==> src/sv/phic_pkg.sv <==
`timescale 1ns / 1ps

package phic_pkg;

    localparam int LENGTH_WIDTH = 16;
    localparam int GRP_W        = 18;
    localparam int PSUM_W       = 21;
    localparam int SUM_W        = 32;
    localparam int POS_W        = 16;
    localparam int OFF_W        = 5;

    localparam logic IPV4 = 1'b0;
    localparam logic IPV6 = 1'b1;

    localparam logic [7:0] PROTO_HOPOPT = 8'd0;
    localparam logic [7:0] PROTO_ICMP   = 8'd1;
    localparam logic [7:0] PROTO_IGMP   = 8'd2;
    localparam logic [7:0] PROTO_TCP    = 8'd6;
    localparam logic [7:0] PROTO_UDP    = 8'd17;
    localparam logic [7:0] PROTO_ICMPV6 = 8'd58;

    // byte offset of the stored checksum word within the payload
    localparam logic [OFF_W-1:0] OFF_HOPOPT = 5'd10;
    localparam logic [OFF_W-1:0] OFF_ICMP   = 5'd2;
    localparam logic [OFF_W-1:0] OFF_TCP    = 5'd16;
    localparam logic [OFF_W-1:0] OFF_UDP    = 5'd6;

    localparam logic [15:0] CSUM_ERR      = 16'hFFFF;
    localparam logic        STATUS_OK     = 1'b0;
    localparam logic        STATUS_UNSUPP = 1'b1;

    typedef struct packed {
        logic             ok;
        logic             has_off;
        logic [OFF_W-1:0] off;
    } t_skip_loc;

    typedef struct packed {
        logic              ip_version;
        logic [7:0]        protocol;
        logic [PSUM_W-1:0] pseudo;
        logic [7:0]        payload_byte;
        logic              last_byte;
    } t_acc_in;

    typedef struct packed {
        logic             ok;
        logic             zero_res;
        logic [SUM_W-1:0] sum;
        logic [15:0]      skip;
    } t_fin;

    function automatic t_skip_loc skip_loc(input logic ver, input logic [7:0] proto);
        t_skip_loc loc;
        loc = '0;
        if (ver == IPV4) begin
            unique case (proto)
                PROTO_HOPOPT: loc = '{1'b1, 1'b1, OFF_HOPOPT};
                PROTO_ICMP:   loc = '{1'b1, 1'b1, OFF_ICMP};
                PROTO_IGMP:   loc = '{1'b1, 1'b1, OFF_ICMP};
                PROTO_TCP:    loc = '{1'b1, 1'b1, OFF_TCP};
                PROTO_UDP:    loc = '{1'b1, 1'b1, OFF_UDP};
                default:      loc = '0;
            endcase
        end else begin
            unique case (proto)
                PROTO_HOPOPT: loc = '{1'b1, 1'b0, OFF_W'(0)};
                PROTO_ICMP:   loc = '{1'b1, 1'b1, OFF_ICMP};
                PROTO_ICMPV6: loc = '{1'b1, 1'b1, OFF_ICMP};
                PROTO_TCP:    loc = '{1'b1, 1'b1, OFF_TCP};
                PROTO_UDP:    loc = '{1'b1, 1'b1, OFF_UDP};
                default:      loc = '0;
            endcase
        end
        return loc;
    endfunction

    function automatic logic [GRP_W-1:0] half_sum4(input logic [63:0] v);
        return GRP_W'(v[15:0]) + GRP_W'(v[31:16]) + GRP_W'(v[47:32]) + GRP_W'(v[63:48]);
    endfunction

    function automatic logic [GRP_W-1:0] half_sum2(input logic [63:0] v);
        return GRP_W'(v[15:0]) + GRP_W'(v[31:16]);
    endfunction

endpackage

==> src/sv/phic_if.sv <==
`timescale 1ns / 1ps

interface phic_in_if;
    logic        valid;
    logic        ready;
    logic        ip_version;
    logic [7:0]  protocol;
    logic [63:0] src_addr_hi;
    logic [63:0] src_addr_lo;
    logic [63:0] dst_addr_hi;
    logic [63:0] dst_addr_lo;
    logic [15:0] payload_len;
    logic [7:0]  payload_byte;
    logic        last_byte;

    modport source (
        output valid, ip_version, protocol, src_addr_hi, src_addr_lo,
               dst_addr_hi, dst_addr_lo, payload_len, payload_byte, last_byte,
        input  ready
    );
    modport sink (
        input  valid, ip_version, protocol, src_addr_hi, src_addr_lo,
               dst_addr_hi, dst_addr_lo, payload_len, payload_byte, last_byte,
        output ready
    );
endinterface

interface phic_out_if;
    logic        valid;
    logic        ready;
    logic [15:0] checksum;
    logic        status;

    modport source (output valid, checksum, status, input ready);
    modport sink (input valid, checksum, status, output ready);
endinterface

==> src/sv/phic_hdr_sum.sv <==
`timescale 1ns / 1ps

module phic_hdr_sum (
    input  logic              i_clk,
    input  logic              i_rst_n,
    phic_in_if.sink           i_in,
    output logic              o_valid,
    input  logic              i_ready,
    output phic_pkg::t_acc_in o_acc
);

    typedef struct packed {
        logic                                ip_version;
        logic [7:0]                          protocol;
        logic [63:0]                         src_hi;
        logic [63:0]                         src_lo;
        logic [63:0]                         dst_hi;
        logic [63:0]                         dst_lo;
        logic [phic_pkg::LENGTH_WIDTH-1:0]   len;
        logic [7:0]                          payload_byte;
        logic                                last_byte;
    } t_in_item;

    typedef struct packed {
        logic                              ip_version;
        logic [7:0]                        protocol;
        logic                              no_pseudo;
        logic [phic_pkg::GRP_W-1:0]        g_src_hi;
        logic [phic_pkg::GRP_W-1:0]        g_src_lo;
        logic [phic_pkg::GRP_W-1:0]        g_dst_hi;
        logic [phic_pkg::GRP_W-1:0]        g_dst_lo;
        logic [phic_pkg::LENGTH_WIDTH-1:0] len;
        logic [7:0]                        payload_byte;
        logic                              last_byte;
    } t_grp;

    logic              r_v0, r_v1, r_v2;
    logic              w_rdy0, w_rdy1, w_rdy2;
    t_in_item          r_in, n_in;
    t_grp              r_grp, n_grp;
    phic_pkg::t_acc_in r_acc, n_acc;

    assign w_rdy2     = !r_v2 || i_ready;
    assign w_rdy1     = !r_v1 || w_rdy2;
    assign w_rdy0     = !r_v0 || w_rdy1;
    assign i_in.ready = w_rdy0;
    assign o_valid    = r_v2;
    assign o_acc      = r_acc;

    always_comb begin
        n_in.ip_version   = i_in.ip_version;
        n_in.protocol     = i_in.protocol;
        n_in.src_hi       = i_in.src_addr_hi;
        n_in.src_lo       = i_in.src_addr_lo;
        n_in.dst_hi       = i_in.dst_addr_hi;
        n_in.dst_lo       = i_in.dst_addr_lo;
        n_in.len          = i_in.payload_len[phic_pkg::LENGTH_WIDTH-1:0];
        n_in.payload_byte = i_in.payload_byte;
        n_in.last_byte    = i_in.last_byte;
    end

    // per-address sums of 16-bit halves
    always_comb begin
        n_grp.ip_version   = r_in.ip_version;
        n_grp.protocol     = r_in.protocol;
        n_grp.len          = r_in.len;
        n_grp.payload_byte = r_in.payload_byte;
        n_grp.last_byte    = r_in.last_byte;
        n_grp.no_pseudo    = (r_in.ip_version == phic_pkg::IPV4) &&
                             ((r_in.protocol == phic_pkg::PROTO_HOPOPT) ||
                              (r_in.protocol == phic_pkg::PROTO_IGMP));
        if (r_in.ip_version == phic_pkg::IPV6) begin
            n_grp.g_src_hi = phic_pkg::half_sum4(r_in.src_hi);
            n_grp.g_src_lo = phic_pkg::half_sum4(r_in.src_lo);
            n_grp.g_dst_hi = phic_pkg::half_sum4(r_in.dst_hi);
            n_grp.g_dst_lo = phic_pkg::half_sum4(r_in.dst_lo);
        end else begin
            n_grp.g_src_hi = '0;
            n_grp.g_src_lo = phic_pkg::half_sum2(r_in.src_lo);
            n_grp.g_dst_hi = '0;
            n_grp.g_dst_lo = phic_pkg::half_sum2(r_in.dst_lo);
        end
    end

    always_comb begin
        n_acc.ip_version   = r_grp.ip_version;
        n_acc.protocol     = r_grp.protocol;
        n_acc.payload_byte = r_grp.payload_byte;
        n_acc.last_byte    = r_grp.last_byte;
        if (r_grp.no_pseudo) begin
            n_acc.pseudo = '0;
        end else begin
            n_acc.pseudo = phic_pkg::PSUM_W'(r_grp.g_src_hi) + phic_pkg::PSUM_W'(r_grp.g_src_lo)
                         + phic_pkg::PSUM_W'(r_grp.g_dst_hi) + phic_pkg::PSUM_W'(r_grp.g_dst_lo)
                         + phic_pkg::PSUM_W'(r_grp.protocol) + phic_pkg::PSUM_W'(r_grp.len);
        end
    end

    always_ff @(posedge i_clk) begin
        if (!i_rst_n) begin
            r_v0 <= 1'b0;
            r_v1 <= 1'b0;
            r_v2 <= 1'b0;
        end else begin
            if (w_rdy0) begin
                r_v0 <= i_in.valid;
            end
            if (w_rdy1) begin
                r_v1 <= r_v0;
            end
            if (w_rdy2) begin
                r_v2 <= r_v1;
            end
        end
    end

    always_ff @(posedge i_clk) begin
        if (w_rdy0 && i_in.valid) begin
            r_in <= n_in;
        end
        if (w_rdy1 && r_v0) begin
            r_grp <= n_grp;
        end
        if (w_rdy2 && r_v1) begin
            r_acc <= n_acc;
        end
    end

endmodule

==> src/sv/phic_accum.sv <==
`timescale 1ns / 1ps

module phic_accum (
    input  logic              i_clk,
    input  logic              i_rst_n,
    input  logic              i_valid,
    output logic              o_ready,
    input  phic_pkg::t_acc_in i_acc,
    output logic              o_valid,
    input  logic              i_ready,
    output phic_pkg::t_fin    o_fin
);

    logic [phic_pkg::POS_W-1:0] r_pos, n_pos;
    logic [phic_pkg::SUM_W-1:0] r_sum, n_sum, w_sum_base;
    logic [15:0]                r_skip, n_skip, w_skip_base;
    logic [7:0]                 r_held, n_held;
    logic                       r_ver, w_ver;
    logic [7:0]                 r_proto, w_proto;
    logic [15:0]                w_add;
    logic                       w_first, w_take, w_rdy3;
    phic_pkg::t_skip_loc        w_loc;
    logic                       r_v3;
    phic_pkg::t_fin             r_fin, n_fin;

    assign w_rdy3  = !r_v3 || i_ready;
    assign o_ready = !i_acc.last_byte || w_rdy3;
    assign w_take  = i_valid && o_ready;
    assign o_valid = r_v3;
    assign o_fin   = r_fin;

    always_comb begin
        w_first     = (r_pos == '0);
        w_ver       = w_first ? i_acc.ip_version : r_ver;
        w_proto     = w_first ? i_acc.protocol : r_proto;
        w_skip_base = w_first ? 16'h0000 : r_skip;
        w_sum_base  = w_first ? phic_pkg::SUM_W'(i_acc.pseudo) : r_sum;
        w_loc       = phic_pkg::skip_loc(w_ver, w_proto);

        // capture the stored checksum word as it streams past
        n_skip = w_skip_base;
        if (w_loc.has_off && (r_pos == phic_pkg::POS_W'(w_loc.off))) begin
            n_skip = {i_acc.payload_byte, w_skip_base[7:0]};
        end else if (w_loc.has_off &&
                     (r_pos == (phic_pkg::POS_W'(w_loc.off) + phic_pkg::POS_W'(1)))) begin
            n_skip = {w_skip_base[15:8], i_acc.payload_byte};
        end

        if (!r_pos[0]) begin
            n_held = i_acc.payload_byte;
            w_add  = i_acc.last_byte ? {i_acc.payload_byte, 8'h00} : 16'h0000;
        end else begin
            n_held = r_held;
            w_add  = {r_held, i_acc.payload_byte};
        end
        n_sum = w_sum_base + phic_pkg::SUM_W'(w_add);
        n_pos = i_acc.last_byte ? '0 : r_pos + phic_pkg::POS_W'(1);

        n_fin.ok       = w_loc.ok;
        n_fin.zero_res = (w_ver == phic_pkg::IPV6) && (w_proto == phic_pkg::PROTO_HOPOPT);
        n_fin.sum      = n_sum;
        n_fin.skip     = n_skip;
    end

    always_ff @(posedge i_clk) begin
        if (!i_rst_n) begin
            r_pos   <= '0;
            r_sum   <= '0;
            r_skip  <= '0;
            r_held  <= '0;
            r_ver   <= 1'b0;
            r_proto <= '0;
            r_v3    <= 1'b0;
        end else begin
            if (w_take) begin
                r_pos   <= n_pos;
                r_sum   <= n_sum;
                r_skip  <= n_skip;
                r_held  <= n_held;
                r_ver   <= w_ver;
                r_proto <= w_proto;
            end
            if (w_rdy3) begin
                r_v3 <= w_take && i_acc.last_byte;
            end
        end
    end

    always_ff @(posedge i_clk) begin
        if (w_take && i_acc.last_byte) begin
            r_fin <= n_fin;
        end
    end

endmodule

==> src/sv/phic_fold.sv <==
`timescale 1ns / 1ps

module phic_fold (
    input  logic           i_clk,
    input  logic           i_rst_n,
    input  logic           i_valid,
    output logic           o_ready,
    input  phic_pkg::t_fin i_fin,
    phic_out_if.source     o_out
);

    logic                       r_v;
    logic [15:0]                r_csum, n_csum;
    logic                       r_status, n_status;
    logic [phic_pkg::SUM_W-1:0] w_diff;
    logic [16:0]                w_f1;
    logic [15:0]                w_f2;
    logic                       w_rdy;

    assign w_rdy          = !r_v || o_out.ready;
    assign o_ready        = w_rdy;
    assign o_out.valid    = r_v;
    assign o_out.checksum = r_csum;
    assign o_out.status   = r_status;

    always_comb begin
        w_diff = i_fin.sum - phic_pkg::SUM_W'(i_fin.skip);
        w_f1   = 17'(w_diff[31:16]) + 17'(w_diff[15:0]);
        w_f2   = w_f1[15:0] + 16'(w_f1[16]);
        priority if (!i_fin.ok) begin
            n_csum   = phic_pkg::CSUM_ERR;
            n_status = phic_pkg::STATUS_UNSUPP;
        end else if (i_fin.zero_res) begin
            n_csum   = 16'h0000;
            n_status = phic_pkg::STATUS_OK;
        end else begin
            n_csum   = ~w_f2;
            n_status = phic_pkg::STATUS_OK;
        end
    end

    always_ff @(posedge i_clk) begin
        if (!i_rst_n) begin
            r_v <= 1'b0;
        end else if (w_rdy) begin
            r_v <= i_valid;
        end
    end

    always_ff @(posedge i_clk) begin
        if (w_rdy && i_valid) begin
            r_csum   <= n_csum;
            r_status <= n_status;
        end
    end

endmodule

==> src/sv/pseudo_header_internet_checksum.sv <==
`timescale 1ns / 1ps
// Streaming transport checksum with pseudo-header.
// i_in (sink): one payload byte per request, with IP version, protocol,
//   addresses and payload length; these are sampled on the first byte of
//   a packet. last_byte marks the final byte of the packet.
// o_out (source): one request per packet, carrying the folded checksum and
//   status (1 = protocol not supported, checksum then 0xFFFF).
// Throughput: one byte per cycle while o_out does not hold off the
//   pipeline, with no gaps between packets.
// Path: input register, two pseudo-header adder stages, accumulator,
//   fold and output register.
// Stall: the stages are elastic; while o_out is held off, bytes keep
//   being taken until the pipeline holds no free slot, then i_in.ready
//   drops. Bytes that are not the last pass the accumulator without
//   waiting on the output side.
// Reset: synchronous, active low; clears all valid flags and the running
//   sum and byte position, so the next byte starts a new packet.
module pseudo_header_internet_checksum (
    input  logic       i_clk,
    input  logic       i_rst_n,
    phic_in_if.sink    i_in,
    phic_out_if.source o_out
);

    logic              w_hdr_valid, w_hdr_ready;
    phic_pkg::t_acc_in w_acc;
    logic              w_fin_valid, w_fin_ready;
    phic_pkg::t_fin    w_fin;

    phic_hdr_sum u_hdr_sum (
        .i_clk   (i_clk),
        .i_rst_n (i_rst_n),
        .i_in    (i_in),
        .o_valid (w_hdr_valid),
        .i_ready (w_hdr_ready),
        .o_acc   (w_acc)
    );

    phic_accum u_accum (
        .i_clk   (i_clk),
        .i_rst_n (i_rst_n),
        .i_valid (w_hdr_valid),
        .o_ready (w_hdr_ready),
        .i_acc   (w_acc),
        .o_valid (w_fin_valid),
        .i_ready (w_fin_ready),
        .o_fin   (w_fin)
    );

    phic_fold u_fold (
        .i_clk   (i_clk),
        .i_rst_n (i_rst_n),
        .i_valid (w_fin_valid),
        .o_ready (w_fin_ready),
        .i_fin   (w_fin),
        .o_out   (o_out)
    );

endmodule

==> src/flat_wrapper.sv <==
// flat-port wrapper written by rule: the top's interface ports become plain ports
module pseudo_header_internet_checksum_flat 
  (i_clk, i_rst_n, i_in_valid, i_in_ip_version, i_in_protocol, i_in_src_addr_hi, i_in_src_addr_lo, i_in_dst_addr_hi, i_in_dst_addr_lo, i_in_payload_len, i_in_payload_byte, i_in_last_byte, i_in_ready, o_out_valid, o_out_checksum, o_out_status, o_out_ready);
  phic_in_if i_in_i ();
  phic_out_if o_out_i ();
  input  logic i_clk;
  input  logic i_rst_n;
  input wire logic [$bits(i_in_i.valid)-1:0] i_in_valid;
  input wire logic [$bits(i_in_i.ip_version)-1:0] i_in_ip_version;
  input wire logic [$bits(i_in_i.protocol)-1:0] i_in_protocol;
  input wire logic [$bits(i_in_i.src_addr_hi)-1:0] i_in_src_addr_hi;
  input wire logic [$bits(i_in_i.src_addr_lo)-1:0] i_in_src_addr_lo;
  input wire logic [$bits(i_in_i.dst_addr_hi)-1:0] i_in_dst_addr_hi;
  input wire logic [$bits(i_in_i.dst_addr_lo)-1:0] i_in_dst_addr_lo;
  input wire logic [$bits(i_in_i.payload_len)-1:0] i_in_payload_len;
  input wire logic [$bits(i_in_i.payload_byte)-1:0] i_in_payload_byte;
  input wire logic [$bits(i_in_i.last_byte)-1:0] i_in_last_byte;
  output wire logic [$bits(i_in_i.ready)-1:0] i_in_ready;
  output wire logic [$bits(o_out_i.valid)-1:0] o_out_valid;
  output wire logic [$bits(o_out_i.checksum)-1:0] o_out_checksum;
  output wire logic [$bits(o_out_i.status)-1:0] o_out_status;
  input wire logic [$bits(o_out_i.ready)-1:0] o_out_ready;
  assign i_in_i.valid = i_in_valid;
  assign i_in_i.ip_version = i_in_ip_version;
  assign i_in_i.protocol = i_in_protocol;
  assign i_in_i.src_addr_hi = i_in_src_addr_hi;
  assign i_in_i.src_addr_lo = i_in_src_addr_lo;
  assign i_in_i.dst_addr_hi = i_in_dst_addr_hi;
  assign i_in_i.dst_addr_lo = i_in_dst_addr_lo;
  assign i_in_i.payload_len = i_in_payload_len;
  assign i_in_i.payload_byte = i_in_payload_byte;
  assign i_in_i.last_byte = i_in_last_byte;
  assign i_in_ready = i_in_i.ready;
  assign o_out_valid = o_out_i.valid;
  assign o_out_checksum = o_out_i.checksum;
  assign o_out_status = o_out_i.status;
  assign o_out_i.ready = o_out_ready;
  pseudo_header_internet_checksum u_core (.i_clk(i_clk), .i_rst_n(i_rst_n), .i_in(i_in_i), .o_out(o_out_i));
endmodule
==> config.mk <==
export PLATFORM = sky130hd
export DESIGN_NAME = pseudo_header_internet_checksum_flat
export DESIGN_NICKNAME = d
export VERILOG_FILES = /design/src/sv/phic_pkg.sv /design/src/sv/phic_if.sv /design/src/sv/phic_hdr_sum.sv /design/src/sv/phic_accum.sv /design/src/sv/phic_fold.sv /design/src/sv/pseudo_header_internet_checksum.sv /design/src/flat_wrapper.sv
export SDC_FILE = /design/constraint.sdc
export NUM_CORES = 1
export LEC_CHECK = 0
export BUFFER_PORTS_ARGS = -buffer_cell sky130_fd_sc_hd__buf_2
export CAP_MARGIN = 0
export CELL_PAD_IN_SITES_DETAIL_PLACEMENT = 1
export CELL_PAD_IN_SITES_GLOBAL_PLACEMENT = 2
export CORE_ASPECT_RATIO = 0.8
export CORE_UTILIZATION = 37
export DETAILED_ROUTE_END_ITERATION = 10
export GPL_TIMING_DRIVEN = 0
export PLACE_DENSITY_LB_ADDON = 0.12
export RECOVER_POWER = 50
export SYNTH_ARGS = -nofsm -noshare
export SYNTH_HDL_FRONTEND = slang
export SYNTH_SLANG_ARGS = --single-unit
==> constraint.sdc <==
create_clock -name i_clk -period 18.2 [get_ports i_clk]
set_clock_uncertainty 0.05 [all_clocks]
set_input_delay 3.64 -clock i_clk [delete_from_list [all_inputs] [get_ports i_clk]]
set_output_delay 3.64 -clock i_clk [all_outputs]
set_load 0.02 [all_outputs]
==> flow_summary.json <==
{
  "grtUsageMet2_pct": 33.8,
  "setup_violations": 0,
  "end_kind": "output port",
  "pwr-share-seq_pct": 34.8,
  "mostFrequentLayoutCell": "edfxtp_1",
  "slew_viol_final": 83,
  "cellLeakagePower_nw": 15.0,
  "grt_usage_pct": 19.4,
  "dp.cells": 4114,
  "cts.sinks": 589,
  "hold_ws_ns": 0.369,
  "fin_crit_sh_pct": 47.8,
  "combPwrFrac_pct": 37.6,
  "drt-total-wl_um": 83200,
  "pwr_density_cell_nw_per_um2": 133,
  "route.detailed.drc": 0,
  "critPathMaxFanout": 6,
  "synthDistinctLibCells": 77,
  "final_cell_mix": "edfxtp_1, inv_1, buf_2, nand2_1, ha_1",
  "cts-root-buf": "clkbuf_16",
  "pin_count": 313,
  "h-tree-depth": 3,
  "clkPwrFrac_pct": 27.6,
  "syn_area_sq_um": 31900,
  "via_per_inst": 4.95,
  "worstMarginPinSlew_ns": 3.35,
  "firstDrtPassIters": 5,
  "portBuffers": 312,
  "overflow": 0,
  "hold_violations": 0,
  "drt_iter0_markers": 889,
  "ctsLongestPathBuffers": 3,
  "switching_power_w": 0.00172,
  "layout_min_cycle_time_ns": 8.71,
  "fin_util_pct": 44.2,
  "area_growth_pct": 17.4,
  "cp_data_required_time_ns": 14.51,
  "grt_pass1_vias": 23000,
  "avgSynthCellArea_sq_um": 12.0,
  "arrival_ns": 5.02,
  "cts_tree": "done",
  "pre_cts_ws_ns": 9.20,
  "slowest_delay_ns": 0.39,
  "synth-seq-area-share_pct": 52.8,
  "numCtsBuffers": 68,
  "synth-seq-cells": 589,
  "fin_cells": 4240,
  "slew_headroom_pct": -126,
  "cp_slowest_cell": "nor2_1",
  "async_flop_share_pct": 0,
  "die_h_um": 265,
  "gr-usage-met1_pct": 24.3,
  "wl_per_cell_um": 19.6,
  "netlist_instances": 2668,
  "hold_class": "flip-flop to flip-flop",
  "busiest_layer": "met2",
  "nets": 3704,
  "yosysWarnings": 0,
  "num_rows": 95,
  "synth-edff-count": 503,
  "drive_above_1_share_pct": 13.2,
  "grt_pass1_wl_um": 129000,
  "die_x_um": 330,
  "num_vias": 21000,
  "path_clk_slew_ns": 0.06,
  "fmax_mhz": 115,
  "synth-main-ff-cell": "edfxtp_1",
  "cts_resized": 0,
  "cp_cell_sequence": "buf_2 > nor2b_1 > nand3_1 > nor2_1 > nand3_1 > buf_2",
  "antenna_found_initial": 9,
  "clk_latency_ns": 0.62,
  "swShare_pct": 34.6,
  "grt_setup_unrepaired": "no",
  "grt_max_degree": 49,
  "fin_ws_ns": 9.49,
  "cap_violations": 3,
  "finalWeightedCongestion": 0.848,
  "violations": "capacitance limit, slew limit",
  "start_util_pct": 37.7,
  "start_kind": "input pin",
  "p_int_w": 0.00324,
  "cts_setup_buffers": 0,
  "syn_nets": 3303,
  "peakVddDrop_mv": 0.0793,
  "path_class": "input pin to output port",
  "core_area_sq_um": 84600,
  "ant_nets": 0,
  "die_area_sq_um": 87400,
  "status": "finished with violations",
  "grtUsageMet3_pct": 3.28,
  "dp_hpwl_um": 66500,
  "hold_buffers": 0,
  "fin_setup_tns_ns": 0
}
power by group through the flow:
stage	logic (W)	registers (W)	clock network (W)
global placement	0.00183	0.00177	0
CTS	0.00190	0.00173	0.00141
floorplan	0.00135	0.00174	0
detailed placement	0.00188	0.00176	0
global route	0.00213	0.00174	0.00146
finish	0.00186	0.00173	0.00137
critical path: cells and delay by family:
family | cells | cell delay [ns]
simple gates | 4 | 1.08
buf+inv | 2 | 0.29
flip-flops by register name (all words and copies together), names as in the netlist, 8 cells and up:
register / count
u_core.u_accum.r_held: 8
u_core.u_hdr_sum.n_acc: 18
u_core.u_fold.o_out.checksum: 16
u_core.u_accum.r_skip: 16
u_core.u_hdr_sum.r_grp: 89
u_core.u_accum.r_pos: 16
u_core.u_hdr_sum.n_grp: 34
u_core.u_accum.o_fin: 50
u_core.u_accum.r_proto: 8
u_core.u_hdr_sum.r_in: 256
u_core.u_accum.r_sum: 32
u_core.u_hdr_sum.o_acc: 39
kinds of logic (layout without fill, tap and decap cells):
| group | after synthesis | after routing | synth area share [%] |
|---|---|---|---|
| xor gates and xnor gates | 168 | 168 | 4.61 |
| buffers and inverters | 348 | 801 | 4.16 |
| and+or+nand+nor | 734 | 734 | 11.3 |
| muxes | 20 | 20 | 0.647 |
| other | 0 | 4 | 0 |
| adders and majority gates | 341 | 341 | 17.2 |
| DFF | 589 | 589 | 52.8 |
| AOI/OAI and AO/OA | 468 | 468 | 9.34 |
cell usage after synthesis, types with 4 or more instances:
| master | count | area share (%) |
|---|---|---|
| nand4_1 | 18 | 0.35 |
| o22ai_1 | 17 | 0.33 |
| o21a_1 | 15 | 0.35 |
| nand2_1 | 264 | 3.1 |
| fa_1 | 163 | 10 |
| mux2_2 | 5 | 0.18 |
| nor3b_1 | 14 | 0.33 |
| or2_2 | 7 | 0.14 |
| mux2i_1 | 15 | 0.47 |
| a21oi_1 | 105 | 1.6 |
| a211o_1 | 9 | 0.25 |
| o31ai_1 | 4 | 0.094 |
| and2_1 | 32 | 0.63 |
| a211oi_1 | 15 | 0.35 |
| and3b_1 | 4 | 0.11 |
| and3_1 | 29 | 0.57 |
| a21o_1 | 35 | 0.82 |
| a21boi_0 | 42 | 0.99 |
| o21ai_0 | 132 | 2.1 |
| nor3_1 | 48 | 0.75 |
| or4_1 | 8 | 0.19 |
| xnor2_1 | 95 | 2.6 |
| or3_1 | 25 | 0.49 |
| nor2b_1 | 31 | 0.61 |
| nand3_1 | 75 | 1.2 |
| clkbuf_1 | 43 | 0.51 |
| nand3b_1 | 4 | 0.094 |
| nor4_1 | 10 | 0.20 |
| a31oi_1 | 22 | 0.43 |
| nand2b_1 | 23 | 0.45 |
| a41oi_1 | 7 | 0.19 |
| o211ai_1 | 7 | 0.16 |
| a31o_2 | 6 | 0.16 |
| edfxtp_1 | 503 | 47 |
| xor2_1 | 73 | 2.0 |
| inv_1 | 289 | 3.4 |
| o31a_1 | 4 | 0.11 |
| nor4bb_1 | 6 | 0.19 |
| ha_1 | 178 | 7.0 |
| nor2_1 | 123 | 1.4 |
| buf_1 | 10 | 0.12 |
| o21bai_1 | 15 | 0.35 |
| dfxtp_1 | 86 | 5.4 |
routing by layer:
metal | wire length, um | up-vias
li1 | - | 10200
met5 | 45 | -
met4 | 2440 | 6
met3 | 2740 | 128
met1 | 35900 | 10300
met2 | 42000 | 309
cell type report:
class                   count  area [sq um]
well taps                1115          1400
inverters                 289          1080
clock inverters            31           275
repair buffers            331          1900
fillers                  9107         47200
flip-flops and latches    589         16800
clock buffers              91          1950
multi-input cells        1731         13700
diodes                      4          10.0
plain buffers              59           231
stage by stage:
step / cell area [sq um] / power, W
floorplan: 31900 / 0.00309
global placement: 34900 / 0.00360
detailed placement: 35300 / 0.00364
CTS: 37600 / 0.00504
global route: 37400 / 0.00533
finish: 37400 / 0.00496
path summary, 6_finish.rpt:
kind                                            startpoint                    endpoint  slack [ns]  depth (start not counted)
worst max-delay path                           o_out_ready                  i_in_ready        9.49                          6
worst min-delay path            u_core.u_hdr_sum.n_grp[15]  u_core.u_hdr_sum.r_grp[15]        0.37                          0
worst max register to register     u_core.u_accum.r_pos[0]    u_core.u_accum.r_sum[22]       10.63                         24
worst min register to register  u_core.u_hdr_sum.n_grp[15]  u_core.u_hdr_sum.r_grp[15]        0.37                          0
(Power assumes the default switching activity.)
